--- src/rtl/bgr_pkg.sv ---
// Shared types and constants for the bilinear grid resampler.
`default_nettype none
package bgr_pkg;

  localparam int unsigned DEF_MAX_GRID_COLUMNS   = 256;
  localparam int unsigned DEF_MAX_GRID_ROWS      = 256;
  localparam int unsigned DEF_MAX_OUTPUT_COLUMNS = 4096;

  localparam int unsigned STORE_AW    = 16;
  localparam int unsigned QUEUE_DEPTH = 4;

  localparam logic [31:0] RST_X_ORIGIN  = 32'h0000_8000;
  localparam logic [31:0] RST_X_STEP    = 32'h0001_0000;
  localparam logic [31:0] RST_Y_ORIGIN  = 32'h0000_8000;
  localparam logic [31:0] RST_Y_STEP    = 32'h0001_0000;
  localparam logic [8:0]  RST_GRID_COLS = 9'd256;
  localparam logic [8:0]  RST_GRID_ROWS = 9'd256;
  localparam logic [31:0] RST_NODATA    = 32'hFFD8_F000;
  localparam logic [12:0] RST_OUT_COLS  = 13'd4096;

  typedef enum logic [2:0] {
    REG_X_ORIGIN  = 3'd0,
    REG_X_STEP    = 3'd1,
    REG_Y_ORIGIN  = 3'd2,
    REG_Y_STEP    = 3'd3,
    REG_GRID_COLS = 3'd4,
    REG_GRID_ROWS = 3'd5,
    REG_NODATA    = 3'd6,
    REG_OUT_COLS  = 3'd7
  } reg_idx_e;

  typedef enum logic [1:0] {
    ST_OK      = 2'd0,
    ST_OUTSIDE = 2'd1,
    ST_NODATA  = 2'd2
  } status_e;

  typedef enum logic [2:0] {
    SQ_IDLE,
    SQ_RD1,
    SQ_RD2,
    SQ_RD3,
    SQ_DONE
  } seq_state_e;

  // Classified work item passed from the front to the back.
  typedef struct packed {
    logic                is_load;
    logic                outside;
    logic [STORE_AW-1:0] addr;
    logic [31:0]         data;
    logic [15:0]         fx;
    logic [15:0]         fy;
    logic [23:0]         oidx;
  } entry_t;

  // Four corners and blend weights of one query.
  typedef struct packed {
    logic [31:0] q11;
    logic [31:0] q21;
    logic [31:0] q12;
    logic [31:0] q22;
    logic [15:0] fx;
    logic [15:0] fy;
    logic [23:0] oidx;
    logic        outside;
  } corner_t;

endpackage
`default_nettype wire

--- src/rtl/bgr_queue.sv ---
// Short FIFO between the front end and the back end.
`default_nettype none
module bgr_queue (
  input  wire              clk_i,
  input  wire              rst_ni,
  input  wire              push_valid_i,
  output logic             push_ready_o,
  input  bgr_pkg::entry_t  push_entry_i,
  output logic             empty_o,
  input  wire              pop_i,
  output bgr_pkg::entry_t  head_o
);
  import bgr_pkg::*;

  localparam int unsigned QAW = $clog2(QUEUE_DEPTH);

  entry_t       slot_q [QUEUE_DEPTH];
  logic [QAW-1:0] wp_q, rp_q;
  logic [QAW:0]   cnt_q;
  logic           push;

  assign push_ready_o = (cnt_q != (QAW+1)'(QUEUE_DEPTH));
  assign empty_o      = (cnt_q == '0);
  assign push         = push_valid_i && push_ready_o;
  assign head_o       = slot_q[rp_q];

  always_ff @(posedge clk_i or negedge rst_ni) begin
    if (!rst_ni) begin
      wp_q  <= '0;
      rp_q  <= '0;
      cnt_q <= '0;
    end else begin
      if (push) wp_q <= wp_q + QAW'(1);
      if (pop_i) rp_q <= rp_q + QAW'(1);
      cnt_q <= cnt_q + (QAW+1)'(push) - (QAW+1)'(pop_i);
    end
  end

  always_ff @(posedge clk_i) begin
    if (push) begin
      slot_q[wp_q] <= push_entry_i;
    end
  end

endmodule
`default_nettype wire

--- config.mk ---
export PLATFORM = sky130hd
export DESIGN_NAME = bgr_queue
export DESIGN_NICKNAME = d
export VERILOG_FILES = /design/src/rtl/bgr_pkg.sv /design/src/rtl/bgr_queue.sv
export SDC_FILE = /design/constraint.sdc
export NUM_CORES = 1
export LEC_CHECK = 0
export BUFFER_PORTS_ARGS = -buffer_cell sky130_fd_sc_hd__buf_2
export CORE_UTILIZATION = 30
export CTS_CLUSTER_SIZE = 10
export DETAILED_ROUTE_END_ITERATION = 8
export HOLD_SLACK_MARGIN = 0.12
export PLACE_DENSITY = 0.51
export SETUP_SLACK_MARGIN = 0.1
export SKIP_LAST_GASP = 1
export SYNTH_ARGS = -nofsm -noshare
export SYNTH_HDL_FRONTEND = slang
export SYNTH_SLANG_ARGS = --single-unit
--- constraint.sdc ---
create_clock -name clk_i -period 4.2 [get_ports clk_i]
set_clock_uncertainty 0.1 [all_clocks]
set_input_delay 0.42 -clock clk_i [delete_from_list [all_inputs] [get_ports clk_i]]
set_output_delay 0.42 -clock clk_i [all_outputs]
set_load 0.1 [all_outputs]
Yosys cells after proc, flatten, opt, wreduce, memory -nomap -nowiden:

Memory sizes are Yosys's and may differ from the RTL's.
Cells that the tools add are included.

* add/sub/neg operators: 4
* eq/ne operators: 1
* mux-type cells: 2
* reduce and logical (&&, ||, !) cells: 2

Operators by type and width (number)
* 2-bit by 1-bit adder with 2-bit output (second input constant): 2
* 3-bit by 1-bit adder with 3-bit output: 1
* 3-bit logical NOT: 1
* 3-bit inequality test (second input constant): 1
* 3-bit by 1-bit subtractor with 3-bit output: 1
* 1-bit two-way mux: 2
* 1-bit logical AND: 1

* bits in registers: 7
* memory bits (writable): 424
* input port bits: 110
* output and inout bits: 108
* logic and storage cells: 13
* memories kept: 1

Memories
* slot_q: depth 4, width 106, rd ports 1, clocked after memory_dff 0, write ports 1, RTL line bgr_queue.sv:17 `entry_t slot_q [QUEUE_DEPTH];`

Logic depth before layout (Yosys ltp):

* depth in word-level cells: 4
* mapped depth: 9
* depth with buffers taken out: 9

Worst setup path after synthesis:

Ideal clock, no wire load.

* path kind: reg-to-reg
* start: register cnt_q[2]
* end: memory slot_q[0][0] in the netlist's numbering (enable)
* setup time: 0.478 ns
* arrival: 3.175 ns
* data required time: 3.622 ns
* path slack: 0.447 ns
* cell stages (with the launch flop): 3
* path buffers: 0
* period minus slack after synthesis: 3.753 ns
* cells stage by stage: dfrtp_1 -> nor3b_1 -> and3b_1

* cells in the longest elaborated chain, start to end: 4

Ends and longest elaborated chain
* start, declared: RTL line bgr_queue.sv:19 `logic [QAW:0] cnt_q;`
* start signal, assigned: RTL line bgr_queue.sv:35 `cnt_q <= cnt_q + (QAW+1)'(push) - (QAW+1)'(pop_i);`
* 3-bit inequality test: RTL line bgr_queue.sv:22 `assign push_ready_o = (cnt_q != (QAW+1)'(QUEUE_DEPTH));`
* 1-bit logical AND: RTL line bgr_queue.sv:24 `assign push = push_valid_i && push_ready_o;`
* 1-bit two-way mux: RTL line bgr_queue.sv:40 `if (push) begin`
* 1-bit two-way mux (not written as such): RTL line bgr_queue.sv:41 `slot_q[wp_q] <= push_entry_i;`
* end, declared: RTL line bgr_queue.sv:17

Every way passes these cells.

==> results.toml <==
[status]
status = "finished, final reports clean"

[critical_path]
crit_type = "reg2out"
crit_fanout = 30
crit_required_ns = 3.68
timing.critical_path.from_type = "flip-flop"
cp_data_arrival_time_ns = 2.67
worstSetupEndpointType = "output pin"

[place]
globalplace.congestion = 0.689
post-dp-hpwl_mm = 18.7
port_buffers = 217

[drt]
vias = 7392
via_per_inst = 4.45
postRouteAntennaNets = 0
wl_per_cell_um = 19.6
drt_iter0_markers = 294
first_pass_iters = 4
wl_mm = 32.5
drc_errors = 0

[synthesis]
syn_inst = 594
ys_seq_area_share_pct = 82.2
synth_nets = 711
yosysWarnings = 0
avgSynthCellArea_sq_um = 26.4
ys_ff_latch = 431
syn-cell-area_sq_um = 15700
yosysUniqueCellTypes = 20

[floorplanning]
initial_core_util_pct = 30.5
die_w_um = 231
coreArea_sq_um = 51500
die_y_um = 231
placementRows = 83
io_pins = 218
dieArea_sq_um = 53300

[clock_tree]
cts_buffers = 50
root_buffer = "clkbuf_16"
cts_buffer_depth = 3
cts_setup_buffers = 0
insertion_delay_ns = 0.56
cts_tree = "done"
h-tree-depth = 2
path_clk_slew_ns = 0.06
clkSinkCount = 431

[global_routing]
grt_overflow_total = 0
grt_antenna_before_repair = 0
grt_use_total_pct = 12.4
grt_pass1_wl_mm = 49.6
grt_max_degree = 98
first_global_vias = 8302

[run]
timing.max_cap.violations = 0

[sta]
post-route-period-util_pct = 76.0
fmax_mhz = 313
fin_tns_setup_ns = 0
drv_slew = 0
relSlewSlack_pct = 39.8
final_hold_viol_count = 0
setup_viol = 0
rsz0062_at_grt = "false"
finalCriticalPeriod_ns = 3.19
worst_slew_pin_slew_ns = 0.901

[layout]
fin_nets = 1081
fillers = 4681
seq_area_sq_um = 12900
drive_above_1_share_pct = 40.8
antenna_cells = 0
syn2layout_area_growth_pct = 29.0
multiInputGateArea_sq_um = 2650

[hold_path]
min_path_type = "reg2reg"
## cells in the mapped netlist, drive strengths merged
cell type,number,area share [%]
nand2b,4,0.16
nor3,1,0.032
xnor2,3,0.17
buf,18,0.77
xor2,1,0.056
clkbuf,6,0.14
and3b,4,0.22
nor3b,1,0.048
nand4bb,2,0.14
inv,6,0.14
o211ai,2,0.096
edfxtp,424,81
fa,1,0.13
ha,6,0.48
dfrtp,7,1.1
mux4,106,15
nand2,2,0.048
## flip-flops by register name, indices dropped and copies added, names as in the netlist
name    flops
slot_q    424
rp_q        2
cnt_q       3
wp_q        2
## area by class of cell
| cell class | count | share of cell area, % |
|---|---|---|
| multi-input cells | 133 | 13.1 |
| flip-flops and latches | 431 | 63.7 |
| repair buffers | 342 | 11.8 |
| well taps | 680 | 4.20 |
| inverters | 6 | 0.111 |
| clock inverters | 4 | 0.216 |
| clock buffers | 66 | 6.83 |
## kinds of logic (layout without fill, tap and decap cells)
family          Yosys count  count (layout)  synth area share [%]
buf+inv                  30             418                  1.06
compound gates            2               2                0.0956
flops                   431             431                  82.2
xor+xnor                  4               4                 0.223
simple gates             14              14                 0.653
fa+ha+maj                 7               7                 0.605
mux                     106             106                  15.2
## routing by layer
metal / up-vias / track usage, % / share of wire [%] / wire length [um]
met5: - / 0 / 0 / 0
li1: 3297 / - / - / -
met4: 0 / 3.97 / 2.2 / 728
met3: 49 / 3.40 / 5.9 / 1910
met2: 179 / 20.5 / 49 / 16000
met1: 3867 / 15.6 / 43 / 13900
## critical path, cell delays in order (launching register included)
cell and delay [ns]:
dfrtp_4 0.86, buf_12 0.35, mux4_2 0.57, buf_2 0.31
## final timing paths
| path | startpoint | end | slack [ns] | depth (start not counted) |
|---|---|---|---|---|
| max | rp_q[0] | head_o[53] | 1.01 | 3 |
| max in group asynchronous | rst_ni | rp_q[0] | 2.96 | 3 |
| min | cnt_q[0] | cnt_q[0] | 0.49 | 1 |
| min reg2reg | cnt_q[0] | cnt_q[0] | 0.49 | 1 |
| max reg2reg | cnt_q[1] | cnt_q[2] | 1.43 | 9 |
| min in group asynchronous | rst_ni | rp_q[1] | 0.74 | 3 |
## cells in the final DEF, fill, tap and decap left out, types with 6 or more instances in the layout
cell | synthesis | final
ha_1 | 6 | 6
mux4_2 | 106 | 106
edfxtp_1 | 424 | 424
buf_2 | 13 | 217
clkbuf_1 | 6 | 12
clkbuf_16 | 0 | 53
dlygate4sd3_1 | 0 | 110
inv_1 | 6 | 6
buf_12 | 0 | 8
buf_4 | 1 | 7
## per-stage QoR
step	cell area [sq um]	hold slack, ns	utilization, %	setup slack (ns)	instances
floorplan	15700	0.0244	-	0.447	594
global placement	17700	0.181	34.4	1.44	1482
detailed placement	17700	0.177	34.4	1.40	1482
CTS	20300	0.459	39.3	0.853	1662
global route	20300	0.484	39.3	0.815	1662
finish	20300	0.492	39.3	1.01	1662
## timing repair
item / CTS / global route
endpoints found under the hold margin: 435 / 0
gates resized for setup: 0 / 0
hold buffers: 110 / 0
Power is not shown: default switching activity piles up to over one toggle a cycle in this logic, so the estimate is an artifact.
