**src/rtl/bgr_pkg.sv**
```systemverilog
// Shared types and constants for the bilinear grid resampler.
`default_nettype none
package bgr_pkg;

  localparam int unsigned DEF_MAX_GRID_COLUMNS   = 256;
  localparam int unsigned DEF_MAX_GRID_ROWS      = 256;
  localparam int unsigned DEF_MAX_OUTPUT_COLUMNS = 4096;

  localparam int unsigned STORE_AW    = 16;
  localparam int unsigned QUEUE_DEPTH = 4;

  localparam logic [31:0] RST_X_ORIGIN  = 32'h0000_8000;
  localparam logic [31:0] RST_X_STEP    = 32'h0001_0000;
  localparam logic [31:0] RST_Y_ORIGIN  = 32'h0000_8000;
  localparam logic [31:0] RST_Y_STEP    = 32'h0001_0000;
  localparam logic [8:0]  RST_GRID_COLS = 9'd256;
  localparam logic [8:0]  RST_GRID_ROWS = 9'd256;
  localparam logic [31:0] RST_NODATA    = 32'hFFD8_F000;
  localparam logic [12:0] RST_OUT_COLS  = 13'd4096;

  typedef enum logic [2:0] {
    REG_X_ORIGIN  = 3'd0,
    REG_X_STEP    = 3'd1,
    REG_Y_ORIGIN  = 3'd2,
    REG_Y_STEP    = 3'd3,
    REG_GRID_COLS = 3'd4,
    REG_GRID_ROWS = 3'd5,
    REG_NODATA    = 3'd6,
    REG_OUT_COLS  = 3'd7
  } reg_idx_e;

  typedef enum logic [1:0] {
    ST_OK      = 2'd0,
    ST_OUTSIDE = 2'd1,
    ST_NODATA  = 2'd2
  } status_e;

  typedef enum logic [2:0] {
    SQ_IDLE,
    SQ_RD1,
    SQ_RD2,
    SQ_RD3,
    SQ_DONE
  } seq_state_e;

  // Classified work item passed from the front to the back.
  typedef struct packed {
    logic                is_load;
    logic                outside;
    logic [STORE_AW-1:0] addr;
    logic [31:0]         data;
    logic [15:0]         fx;
    logic [15:0]         fy;
    logic [23:0]         oidx;
  } entry_t;

  // Four corners and blend weights of one query.
  typedef struct packed {
    logic [31:0] q11;
    logic [31:0] q21;
    logic [31:0] q12;
    logic [31:0] q22;
    logic [15:0] fx;
    logic [15:0] fy;
    logic [23:0] oidx;
    logic        outside;
  } corner_t;

endpackage
`default_nettype wire

```
**src/rtl/bgr_front.sv**
```systemverilog
// Front end: accepts items, maps queries to grid coordinates and classifies them.
`default_nettype none
module bgr_front #(
  parameter int unsigned MAX_GRID_COLUMNS   = bgr_pkg::DEF_MAX_GRID_COLUMNS,
  parameter int unsigned MAX_GRID_ROWS      = bgr_pkg::DEF_MAX_GRID_ROWS,
  parameter int unsigned MAX_OUTPUT_COLUMNS = bgr_pkg::DEF_MAX_OUTPUT_COLUMNS,
  localparam int unsigned CW  = $clog2(MAX_GRID_COLUMNS + 1),
  localparam int unsigned RW  = $clog2(MAX_GRID_ROWS + 1),
  localparam int unsigned OCW = $clog2(MAX_OUTPUT_COLUMNS + 1)
) (
  input  wire                  clk_i,
  input  wire                  rst_ni,
  input  wire                  in_valid_i,
  output logic                 in_stall_o,
  input  wire                  kind_i,
  input  wire  [15:0]          cell_index_i,
  input  wire  signed [31:0]   sample_value_i,
  input  wire  [11:0]          point_col_i,
  input  wire  [11:0]          point_row_i,
  input  wire  signed [31:0]   x_origin_i,
  input  wire  signed [31:0]   x_step_i,
  input  wire  signed [31:0]   y_origin_i,
  input  wire  signed [31:0]   y_step_i,
  input  wire  [CW-1:0]        cols_i,
  input  wire  [RW-1:0]        rows_i,
  input  wire  [OCW-1:0]       ocols_i,
  output logic                 push_valid_o,
  input  wire                  push_ready_i,
  output bgr_pkg::entry_t      push_entry_o
);
  import bgr_pkg::*;

  localparam int unsigned IW  = $clog2(MAX_GRID_COLUMNS);
  localparam int unsigned JW  = $clog2(MAX_GRID_ROWS);
  localparam int unsigned OIW = 12 + OCW + 1;

  logic               f1_v_q;
  logic               is_load_q;
  logic [15:0]        cell_q;
  logic [31:0]        sample_q;
  logic signed [45:0] xs_q, ys_q;
  logic [23:0]        oidx_q;

  logic signed [44:0] xp, yp;
  logic signed [45:0] xs_d, ys_d;
  logic [OIW-1:0]     oprod;
  logic               accept;
  logic               in_x, in_y;
  logic [IW-1:0]      ci;
  logic [JW-1:0]      cj;
  logic [15:0]        base;

  assign in_stall_o = f1_v_q && !push_ready_i;
  assign accept     = in_valid_i && !in_stall_o;

  assign xp    = $signed({1'b0, point_col_i}) * x_step_i;
  assign yp    = $signed({1'b0, point_row_i}) * y_step_i;
  assign xs_d  = {xp[44], xp} + {{14{x_origin_i[31]}}, x_origin_i};
  assign ys_d  = {yp[44], yp} + {{14{y_origin_i[31]}}, y_origin_i};
  assign oprod = OIW'(point_row_i) * OIW'(ocols_i) + OIW'(point_col_i);

  always_ff @(posedge clk_i or negedge rst_ni) begin
    if (!rst_ni) begin
      f1_v_q <= 1'b0;
    end else if (!in_stall_o) begin
      f1_v_q <= in_valid_i;
    end
  end

  always_ff @(posedge clk_i) begin
    if (accept) begin
      is_load_q <= ~kind_i;
      cell_q    <= cell_index_i;
      sample_q  <= sample_value_i;
      xs_q      <= xs_d;
      ys_q      <= ys_d;
      oidx_q    <= 24'(oprod);
    end
  end

  // Inside test against (size - 1) in Q16.16
  assign in_x = !xs_q[45] && (xs_q[44:0] < 45'({cols_i - CW'(1), 16'h0000}));
  assign in_y = !ys_q[45] && (ys_q[44:0] < 45'({rows_i - RW'(1), 16'h0000}));
  assign ci   = xs_q[16 +: IW];
  assign cj   = ys_q[16 +: JW];
  assign base = 16'(32'(cj) * 32'(cols_i) + 32'(ci));

  always_comb begin
    push_valid_o         = f1_v_q;
    push_entry_o.is_load = is_load_q;
    push_entry_o.outside = !(in_x && in_y);
    push_entry_o.addr    = is_load_q ? cell_q : base;
    push_entry_o.data    = sample_q;
    push_entry_o.fx      = xs_q[15:0];
    push_entry_o.fy      = ys_q[15:0];
    push_entry_o.oidx    = oidx_q;
  end

endmodule
`default_nettype wire

```
**config.mk**
```make
export PLATFORM = sky130hd
export DESIGN_NAME = bgr_front
export DESIGN_NICKNAME = d
export VERILOG_FILES = /design/src/rtl/bgr_pkg.sv /design/src/rtl/bgr_front.sv
export SDC_FILE = /design/constraint.sdc
export NUM_CORES = 2
export LEC_CHECK = 0
export BUFFER_PORTS_ARGS = -buffer_cell sky130_fd_sc_hd__buf_2
export CAP_MARGIN = 10
export CORE_MARGIN = 3
export CORE_UTILIZATION = 58
export CTS_CLUSTER_DIAMETER = 30
export DETAILED_ROUTE_END_ITERATION = 7
export PLACE_DENSITY = 0.88
export SLEW_MARGIN = 20
export SYNTH_ARGS = -nofsm -noshare
export SYNTH_HDL_FRONTEND = slang
export SYNTH_SLANG_ARGS = --single-unit
```
**constraint.sdc**
```tcl
create_clock -name clk_i -period 5.2 [get_ports clk_i]
set_clock_uncertainty 0.2 [all_clocks]
set_input_delay 0.26 -clock clk_i [delete_from_list [all_inputs] [get_ports clk_i]]
set_output_delay 0.26 -clock clk_i [all_outputs]
set_load 0.05 [all_outputs]
```
==> Yosys cells after proc, flatten, opt, wreduce, memory -nomap -nowiden <==
Cells that the tools add are included.
{ "totals": {"output_inout_bits": 108, "reg_bits": 166, "in_bits": 236, "elab_cells": 31} }
{ "classes": {"order_cmp": 2, "n_addsub": 6, "reduce_logical": 10, "bitwise_logic": 1, "n_mux": 1, "multipliers": 4} }
{ "op_table": {"columns": ["op", "n"], "rows": [
  ["45-bit by 32-bit adder with 46-bit output", 2],
  ["45-bit by 25-bit less-than comparator with 1-bit output", 2],
  ["13-bit by 32-bit multiplier with 45-bit output", 2],
  ["24-bit by 12-bit adder with 24-bit output", 1],
  ["12-bit by 13-bit multiplier with 24-bit output", 1],
  ["9-bit by 1-bit subtractor with 9-bit output (second input constant)", 2],
  ["16-bit by 8-bit adder with 16-bit output", 1],
  ["8-bit by 9-bit multiplier with 16-bit output", 1],
  ["16-bit two-way mux", 1],
  ["1-bit logical AND", 5],
  ["1-bit logical NOT", 5],
  ["1-bit inverter", 1]
]} }

==> Depth between registers and ports, before layout <==
{ "logic_depth": {"depth_word": 5, "ltp_mapped": 26, "mapped_depth_nobuf": 23} }

==> Worst setup path after synthesis <==
OpenSTA, ideal clock, no wires.
{ "synth_path": {"path_type": "input -> register", "startpoint": "in point_row_i[4]", "endpoint": "reg ys_q[39], data pin", "stages": 23, "setup_time_ns": 0.263, "t_required_ns": 4.737, "slack_ns": -1.254, "t_arrival_ns": 5.991, "n_path_buf": 3, "path_cell_list": "clkbuf_1 -> clkbuf_1 -> nand2_1 -> fa_1 -> fa_1 -> inv_1 -> fa_1 -> fa_1 -> fa_1 -> inv_1 -> fa_1 -> inv_1 -> ha_1 -> clkbuf_1 -> a21o_1 -> a21o_1 -> a2111oi_0 -> o21ai_0 -> o211ai_1 -> a21oi_1 -> a41o_1 -> a21oi_1 -> xnor2_1"} }
{ "synth_between": {"elab_chain_cells": 2} }
{ "synth_lines": {"columns": ["item", "line", "rtl"], "rows": [
  ["from (decl)", "bgr_front.sv:19", "input wire [11:0] point_row_i,"],
  ["13-bit by 32-bit multiplier with 45-bit output", "bgr_front.sv:57", "assign yp = $signed({1'b0, point_row_i}) * y_step_i;"],
  ["45-bit by 32-bit adder with 46-bit output", "bgr_front.sv:59", "assign ys_d = {yp[44], yp} + {{14{y_origin_i[31]}}, y_origin_i};"],
  ["net ys_d[39]", "bgr_front.sv:45", "logic signed [45:0] xs_d, ys_d;"],
  ["to (signal assigned)", "bgr_front.sv:76", "ys_q <= ys_d;"],
  ["to (decl)", "bgr_front.sv:41", "logic signed [45:0] xs_q, ys_q;"]
]} }
The timed path passes the listed nets, and every way through them passes these cells.
A chain may end at the register's enable or synchronous reset.

==> Worst setup path in the final report <==
{ "layout_path": {"startpoint": "in point_row_i[5]", "endpoint": "reg ys_q[40], data pin"} }
Same word-level chain as after synthesis.

==> results.yml <==
sta:
  worstMarginPinSlew_ns: 1.04
  rsz0062_at_grt: "true"
  max_freq_mhz: 150
  slew_headroom_pct: 31.0
  fin_crit_sh_pct: 128
  final_hold_viol_count: 0
  setup_viol: 85
  period_needed_ns: 6.65
  holdWs_ns: 0.0995
  setup_slack_ns: -1.45
  slew_viol_final: 0
global_routing:
  grt_pass1_wl_microns: 229000
  grt_usage_pct: 38.0
  grt_max_degree: 90
  antenna_found_initial: 23
  grt_overflow: 0
  first_global_vias: 43660
min_path:
  hp-class: "input pin to flip-flop"
place:
  dp.cells: 6295
  detailedPlace.worstSlack_ns: -1.37
  io_buffers: 343
  hpwl_microns: 103000
  globalplace.congestion: 0.984
worst_setup_path:
  cp_slowest_cell: "fa_1"
  slowest_delay_ns: 0.74
  cp_max_fo: 11
  r2r_cells: 3
  path_class: "input pin to flip-flop"
  endpoint: "ys_q[40]$_DFFE_PP_"
  rrSetupSlack_ns: 2.93
  r2r-start: "push_valid_o$_DFFE_PN0N_"
  startpoint_type: "input pin"
  crit_chain: "buf_6 > bufbuf_16 > nand2_1 > fa_1 > fa_1 > inv_1 > fa_1 > fa_1 > fa_1 > inv_1 > fa_1 > inv_1 > ha_4 > a21o_1 > a21o_1 > a21oi_4 > o221ai_4 > a2111oi_4 > a21boi_4 > a21o_1 > a21oi_2 > xnor2_1"
  startpoint: "point_row_i[5]"
  crit_required_ns: 5.22
  critPathCaptureType: "flip-flop"
  worstReg2RegEnd: "oidx_q[19]$_DFFE_PP_"
  worst_path_most_repeated_cell: "fa_1"
  arrival_ns: 6.67
final_layout:
  area_growth_pct: 28.9
  layout_commonest_cell: "inv_1"
  finalNetCount: 7039
  instances_no_fill: 6527
  drive_gt1_share_pct: 28.4
  final_cell_mix: "inv_1, fa_1, nand2_1, buf_4, and2_1"
route:
  num_vias: 41158
  wire_per_inst_microns: 26.1
  drtAntennaViolNets: 0
  wl_microns: 170000
  drt_iter0_markers: 5633
  viasPerCell: 6.31
  drt_first_pass_iters: 8
  drcViolationCount: 190
cts:
  clock_path_buffers: 2
  h-tree-depth: 4
  clock_sinks: 166
  cts_tree: "built"
  path_clk_slew_ns: 0.09
  clk_latency_ns: 0.47
  cts-root-buf: "clkbuf_16"
  numCtsBuffers: 17
status:
  violations: "design-rule violations, negative setup slack"
  status: "finished with violations"
floorplanning:
  fp-row-count: 99
  ios: 344
  die_h_microns: 279
  start_util_pct: 58.9
  core_sq_um: 73500
  fp.dieW_microns: 279
  die_area_sq_um: 77900
yosys:
  yosysSeqAreaShare_pct: 11.5
  synth_cell_types: 72
  synth_area_sq_um: 43300
  synthCells: 4653
  synthArstFlopShare_pct: 0.602
  yosys_warnings: 0
  syn-num-nets: 6158
  ys_seq_elements: 166
  ys.flop_type: "edfxtp_1"
  synth_edf_count: 165
  syn_avg_cell_area_sq_um: 9.30
run:
  cap_violations: 0
## cells by family (layout without fill, tap and decap cells)
logic type      after synthesis  in the layout  synth area share [%]
flops                       166            166                  11.5
xor+xnor                    138            138                  2.79
compound gates              370            370                  5.63
other cells                   0             21                     0
fa+ha+maj                  1269           1269                  52.9
simple gates               1316           1316                  14.7
buf+inv                    1388           2282                  12.3
mux                           6              6                 0.150
## state kept, by name, indices dropped and copies added, names as in the netlist
| register | cells |
|---|---|
| is_load_q | 1 |
| oidx_q | 24 |
| ys_q | 46 |
| xs_q | 46 |
| cell_q | 16 |
| push_valid_o | 1 |
| sample_q | 32 |
## metrics by stage
step           instance area, sq um  TNS (ns)  utilization, %
5_1_grt                       55800    -63.36            75.9
3_5_place_dp                  50500    -77.00            68.8
3_3_place_gp                  50500    -67.35            68.8
6_report                      55800    -57.38            75.9
2_1_floorplan                 44500    -28.39               -
4_1_cts                       54100    -19.74            73.6
## synthesized netlist by cell type, types with 4 or more instances
cell | count | area [sq um]
inv_1 | 1144 | 4290
o211ai_1 | 5 | 37.5
and2_1 | 426 | 2670
a21oi_1 | 108 | 541
or2_2 | 5 | 31.3
edfxtp_1 | 165 | 4950
a211o_1 | 8 | 70.1
xnor2_1 | 90 | 788
o21bai_1 | 11 | 82.6
xor2_1 | 48 | 420
nand4_1 | 21 | 131
a221oi_1 | 4 | 35.0
ha_1 | 336 | 4200
nor2_1 | 57 | 214
a2111oi_0 | 5 | 43.8
nand2_1 | 669 | 2510
and3_1 | 16 | 100
mux2_2 | 4 | 45.0
nor3_1 | 24 | 120
buf_4 | 33 | 248
o21a_1 | 19 | 143
o31ai_1 | 6 | 45.0
nand3_1 | 33 | 165
a21o_1 | 66 | 495
and4_1 | 5 | 43.8
a211oi_1 | 9 | 67.6
or3_1 | 6 | 37.5
nand2b_1 | 12 | 75.1
clkbuf_1 | 211 | 792
a31o_2 | 5 | 43.8
nor4_1 | 17 | 106
nor2b_1 | 14 | 87.6
a31oi_1 | 8 | 50.1
a21boi_0 | 6 | 45.0
o21ai_0 | 67 | 335
a221o_1 | 4 | 40.0
fa_1 | 933 | 18700
## routing by layer
metal | wire, microns | track usage, % | vias up
met5 | 44 | 0 | -
met4 | 21300 | 30.8 | 4
met3 | 23200 | 11.6 | 1914
met2 | 76100 | 63.0 | 4143
met1 | 49500 | 40.1 | 19469
li1 | - | - | 15628
## critical path, delay by kind of cell
kind,cells,cell delay (ns)
buffers and inverters,5,0.68
AOI/OAI and AO/OA,8,1.98
adders and majority gates,7,3.55
and+or+nand+nor,1,0.08
xor gates and xnor gates,1,0.10
## how the worst min path moves through the flow
stage                                           to  slack, ns          start  cells after the start
after floorplan           push_valid_o$_DFFE_PN0N_      -0.24         rst_ni                      0
after global placement    push_valid_o$_DFFE_PN0N_      -0.16         rst_ni                      1
after detailed placement  push_valid_o$_DFFE_PN0N_      -0.16         rst_ni                      1
after CTS                        ys_q[2]$_DFFE_PP_       0.07  y_origin_i[2]                      3
after global routing             ys_q[2]$_DFFE_PP_       0.09  y_origin_i[2]                      3
final                            ys_q[2]$_DFFE_PP_        0.1  y_origin_i[2]                      3
## what timing repair did
item	CTS	global route
setup endpoints to repair	82	83
pin swaps	216	287
gates resized for setup	368	320
setup buffers	59	61
hold buffers	57	0
cloned	14	6
hold endpoints to repair	55	0
## area by class of cell
class,instances,area (sq um)
clock inverter,15,206
fill,3750,17700
antenna,21,52.6
timing repair buffer,1106,9160
clock buffer,17,425
sequential,166,4980
inverter,1144,4300
tap,959,1200
multi-input combinational,3099,35500
Power is left out: the tool's default activity adds up to more than one toggle a clock period on the data nets, which glitch-free logic cannot reach.
